### src/rtl/core/fla_pkg.sv
// Shared types, sizes and codes for the free-list block allocator.
package fla_pkg;

  // Pool size and derived widths
  localparam int unsigned POOL_CAPACITY = 1024;
  localparam int unsigned BLK_W         = $clog2(POOL_CAPACITY);
  localparam int unsigned CNT_W         = $clog2(POOL_CAPACITY + 1);
  localparam int unsigned REG_W         = 11;
  localparam int unsigned SZ_W          = (REG_W > CNT_W) ? REG_W : CNT_W;
  localparam int unsigned DEFAULT_INIT  = 256;

  // Configuration port
  localparam int unsigned CFG_IDX_W = 2;
  localparam logic [CFG_IDX_W-1:0] REG_FIRST_SIZE = 2'd0;
  localparam logic [CFG_IDX_W-1:0] REG_LATER_SIZE = 2'd1;

  // Command queue between front and back
  localparam int unsigned QDEPTH = 2;
  localparam int unsigned QPTR_W = $clog2(QDEPTH);
  localparam int unsigned QCNT_W = $clog2(QDEPTH + 1);

  // Request kinds on the input channel
  localparam logic KIND_ALLOC = 1'b0;
  localparam logic KIND_FREE  = 1'b1;

  // Classified operations
  localparam logic [1:0] OP_ALLOC = 2'd0;
  localparam logic [1:0] OP_FREE  = 2'd1;
  localparam logic [1:0] OP_NULL  = 2'd2;

  // Result status codes
  localparam logic [2:0] ST_ALLOC   = 3'd0;
  localparam logic [2:0] ST_FREED   = 3'd1;
  localparam logic [2:0] ST_NULL    = 3'd2;
  localparam logic [2:0] ST_OOM     = 3'd3;
  localparam logic [2:0] ST_BADFREE = 3'd4;

  typedef struct packed {
    logic             kind;
    logic [BLK_W-1:0] block;
    logic             is_null;
  } in_item_t;

  typedef struct packed {
    logic [BLK_W-1:0] granted_block;
    logic [2:0]       status;
    logic [CNT_W-1:0] free_count;
  } out_item_t;

  typedef struct packed {
    logic [1:0]       op;
    logic [BLK_W-1:0] block;
  } cmd_t;

  typedef struct packed {
    logic [REG_W-1:0] first_size;
    logic [REG_W-1:0] later_size;
  } cfg_t;

  // Link memory entry; written is clear until a free stores a link there
  typedef struct packed {
    logic             written;
    logic [BLK_W-1:0] link;
  } link_t;

  // Back-end status seen by the top level
  typedef struct packed {
    logic [CNT_W-1:0] total_count;
    logic [CNT_W-1:0] free_blocks;
  } stat_t;

endpackage

### src/rtl/core/fla_front.sv
// Front end: accepts requests, classifies them and queues commands for the back end.
module fla_front (
  input  logic            clk,
  input  logic            rst_n,
  input  logic            in_valid,
  output logic            in_stall,
  input  fla_pkg::in_item_t in_data,
  output logic            cmd_valid,
  input  logic            cmd_ready,
  output fla_pkg::cmd_t   cmd
);

  fla_pkg::cmd_t               q_mem_r [fla_pkg::QDEPTH];
  logic [fla_pkg::QPTR_W-1:0]  wr_ptr_r, wr_ptr_nxt;
  logic [fla_pkg::QPTR_W-1:0]  rd_ptr_r, rd_ptr_nxt;
  logic [fla_pkg::QCNT_W-1:0]  count_r, count_nxt;
  fla_pkg::cmd_t               new_cmd;
  logic                        push;
  logic                        pop;

  // Classify the request
  always_comb begin
    new_cmd.block = in_data.block;
    if (in_data.kind == fla_pkg::KIND_ALLOC) begin
      new_cmd.op = fla_pkg::OP_ALLOC;
    end else if (in_data.is_null) begin
      new_cmd.op = fla_pkg::OP_NULL;
    end else begin
      new_cmd.op = fla_pkg::OP_FREE;
    end
  end

  assign in_stall  = (count_r == fla_pkg::QCNT_W'(fla_pkg::QDEPTH));
  assign push      = in_valid && !in_stall;
  assign cmd_valid = (count_r != '0);
  assign pop       = cmd_valid && cmd_ready;
  assign cmd       = q_mem_r[rd_ptr_r];

  // Queue pointers and fill count
  always_comb begin
    wr_ptr_nxt = wr_ptr_r;
    rd_ptr_nxt = rd_ptr_r;
    count_nxt  = count_r;
    if (push) begin
      wr_ptr_nxt = (wr_ptr_r == fla_pkg::QPTR_W'(fla_pkg::QDEPTH - 1)) ? '0
                                                                         : wr_ptr_r + 1'b1;
    end
    if (pop) begin
      rd_ptr_nxt = (rd_ptr_r == fla_pkg::QPTR_W'(fla_pkg::QDEPTH - 1)) ? '0
                                                                         : rd_ptr_r + 1'b1;
    end
    if (push && !pop) begin
      count_nxt = count_r + 1'b1;
    end else if (pop && !push) begin
      count_nxt = count_r - 1'b1;
    end
  end

  always_ff @(posedge clk) begin
    if (!rst_n) begin
      wr_ptr_r <= '0;
      rd_ptr_r <= '0;
      count_r  <= '0;
    end else begin
      wr_ptr_r <= wr_ptr_nxt;
      rd_ptr_r <= rd_ptr_nxt;
      count_r  <= count_nxt;
    end
  end

  // Queue storage
  always_ff @(posedge clk) begin
    if (push) begin
      q_mem_r[wr_ptr_r] <= new_cmd;
    end
  end

endmodule

### config.mk
export PLATFORM = sky130hd
export DESIGN_NAME = fla_front
export DESIGN_NICKNAME = d
export VERILOG_FILES = /design/src/rtl/core/fla_pkg.sv /design/src/rtl/core/fla_front.sv
export SDC_FILE = /design/constraint.sdc
export NUM_CORES = 1
export LEC_CHECK = 0
export ABC_AREA = 1
export BUFFER_PORTS_ARGS = -buffer_cell sky130_fd_sc_hd__buf_4
export CAP_MARGIN = 20
export CORE_UTILIZATION = 40
export CTS_CLUSTER_DIAMETER = 100
export CTS_CLUSTER_SIZE = 30
export DETAILED_ROUTE_END_ITERATION = 8
export HOLD_SLACK_MARGIN = 0.1
export PLACE_DENSITY = 0.69
export SLEW_MARGIN = 40
export SYNTH_ARGS = -nofsm -noshare
export SYNTH_HDL_FRONTEND = slang
export SYNTH_SLANG_ARGS = --single-unit
### constraint.sdc
create_clock -name clk -period 2.01 [get_ports clk]
set_input_delay 0.1005 -clock clk [delete_from_list [all_inputs] [get_ports clk]]
set_output_delay 0.1005 -clock clk [all_outputs]
set_load 0.005 [all_outputs]
==> qor.yml <==
outcome:
  status: "finished, final reports clean"
cts:
  cts_tree: "built"
  h-tree-depth: 2
  cts_sinks: 29
  clk_latency_ns: 0.31
  clkSlewWorstSetupHoldPaths_ns: 0.08
  clockBufferDepth: 2
  cts_made_buffers: 5
  ctsResizeCount: 0
  root_buffer: "clkbuf_4"
pwr:
  pwr-share-clk_pct: 18.4
  p_int_mw: 1.23
  power_switching_mw: 0.464
  p_per_area_nw_per_um2: 1040
  peakVddDrop_v: 0.000780
  leakage_nw: 0.689
  p_total_mw: 1.69
  power_frac_comb_pct: 33.9
  switching_share_pct: 27.4
  seqPwrFrac_pct: 47.7
detailed_routing:
  via_per_inst: 4.58
  num_vias: 742
  ant_nets: 0
  first_iter_violations: 10
  wl_um: 1840
  drt_pass1_iterations: 3
  wl_per_cell_um: 11.4
  remaining_drc_errors: 0
yosys:
  ys_seq_area_share_pct: 70.3
  muxShareOfSynthArea_pct: 14.8
  synth_top_family_by_area: "multiplexers"
  synth_top_area_share_pct: 61.7
  syn_avg_cell_area_um2: 15.0
  ys_types: 18
  ys_ff_latch: 29
  synthAdderAreaFrac_pct: 1.07
  synth_flop_cell: "edfxtp_1"
  synth_cells: 78
  synthTopCellsByArea: "edfxtp_1, mux2_4, dfxtp_1, nor2_1, inv_1"
  syn-cell-area_um2: 1170
  yosysTopAreaCell: "edfxtp_1"
  synthArstFlopShare_pct: 0
  synth_xor_area_share_pct: 0
  synth_most_common_cell: "edfxtp_1"
  synthTopCellsByCount: "edfxtp_1, mux2_4, nor2_1"
  synth-simple-area-share_pct: 6.97
  synth_edf_count: 24
  synth_fp_nets: 95
  yosys_warnings: 0
  synth-compound-area-share_pct: 2.68
grt:
  use_met2_pct: 24.7
  grt_pass1_wl_um: 3230
  antenna_found_initial: 0
  grt_pass1_vias: 759
  gr-total-overflow: 0
  top_usage_layer: "met2"
  grtUsageMet1_pct: 13.8
  grt_max_degree: 13
  grt_util_met3_pct: 7.44
  grt_util_all_layers_pct: 14.2
setup_path:
  endpoint_kind: "primary output"
  critPathMaxFanout: 12
  startpoint_type: "flip-flop"
  critical_path_class: "flip-flop to primary output"
  arrival_ns: 1.36
  cp.required_ns: 1.91
sta:
  rsz0062_at_grt: "false"
  finalSetupViolCount: 0
  setup_slack_ns: 0.546
  period_needed_ns: 1.46
  timing_hold_violations_final: 0
  whs_ns: 0.144
  achievable-frequency_mhz: 683
  final_max_slew_viol_count: 0
  fin_tns_setup_ns: 0
  worst_pin_slew_ns: 0.220
  finalCritPeriodShare_pct: 72.8
  slew-limit-headroom_pct: 85.3
  clock_skew_ns: 0.00122
die:
  ioPinCount: 30
  rows: 19
  dieHeight_um: 56.0
  die_w_um: 56.0
  initial_core_util_pct: 42.3
  dieArea_um2: 3140
  core_area_um2: 2760
layout:
  antenna_cells: 0
  nNetsFinal: 147
  areaGrowthSynthToFinish_pct: 39.1
  nFillCells: 225
  layout-drive-gt1-share_pct: 41.2
place:
  dp_slack_ns: 0.631
  io_buffer_count: 29
  dp_hpwl_um: 1260
  gp_congestion: 0.663
run:
  max_cap_violations: 0
worst_hold_path:
  hold_path_class: "input port to flip-flop"
## power by group through the flow
stage	Combinational (mW)	Sequential [mW]	Clock [mW]
2_1_floorplan	0.337	0.817	0
3_3_place_gp	0.543	0.817	0
3_5_place_dp	0.555	0.822	0
4_1_cts	0.579	0.808	0.329
5_1_grt	0.632	0.820	0.358
6_report	0.573	0.807	0.311
## layer usage
| metal | vias up | share of wire (%) |
|---|---|---|
| met4 | 0 | 1.1 |
| met1 | 336 | 39 |
| met5 | - | 0 |
| met3 | 4 | 7.3 |
| li1 | 377 | - |
| met2 | 25 | 52 |
## worst paths after layout
check | start | end | slack [ns] | cells past startpoint
min reg2reg | rd_ptr_r | flip-flop | 0.50 | 2
max reg2reg | count_r[1] | count_r[1] | 0.61 | 9
min | in_valid | wr_ptr_r | 0.14 | 4
max | flip-flop | cmd[5] | 0.55 | 3
## through the flow
stage,area [um2],instances,utilization [%]
after floorplan,1170,78,-
after global placement,1440,140,52.0
after detailed placement,1440,140,52.0
after CTS,1620,162,58.9
after global routing,1620,162,58.9
final,1620,162,58.9
## cells in the final DEF, fill, tap and decap left out
cell and instances:
clkbuf_4 5, ha_1 1, o21a_1 1, edfxtp_1 24
a21oi_1 1, nor2_1 10, nand2_1 7, buf_4 32
mux2_2 2, nand4_1 1, dlygate4sd3_1 14, o21ai_2 1
clkbuf_1 3, nand3_1 1, inv_2 3, nand2_2 1
inv_1 7, o21ai_1 1, o21ai_0 1, mux2_4 10
dfxtp_1 5
## state kept, by name, summed over array words and instances, names as in the netlist, named ones only
| register | flops |
|---|---|
| count_r | 2 |
| rd_ptr_r | 1 |
| wr_ptr_r | 1 |
| q_mem_r | 24 |
## layout make-up
class / instances / area (um2) / area share [%]
timing repair buffer: 46 / 380 / 23.4
inverter: 10 / 37.5 / 2.31
sequential: 29 / 821 / 50.5
clock buffer: 8 / 48.8 / 3.00
tap: 31 / 38.8 / 2.39
multi-input combinational: 38 / 298 / 18.3
## cell families after synthesis
family | Yosys count
compound gates | 5
fa+ha+maj | 1
buf+inv | 11
flops | 29
mux | 12
simple gates | 20
## critical path, stage by stage (launching register included)
cell     delay, ns
dfxtp_1       0.31
buf_4         0.24
mux2_2        0.37
buf_4         0.14
## repair_timing
action,CTS,global route
hold buffers,14,0
setup buffers,0,0
endpoints found under the hold margin,29,0
Power figures use the tool's default switching activity.
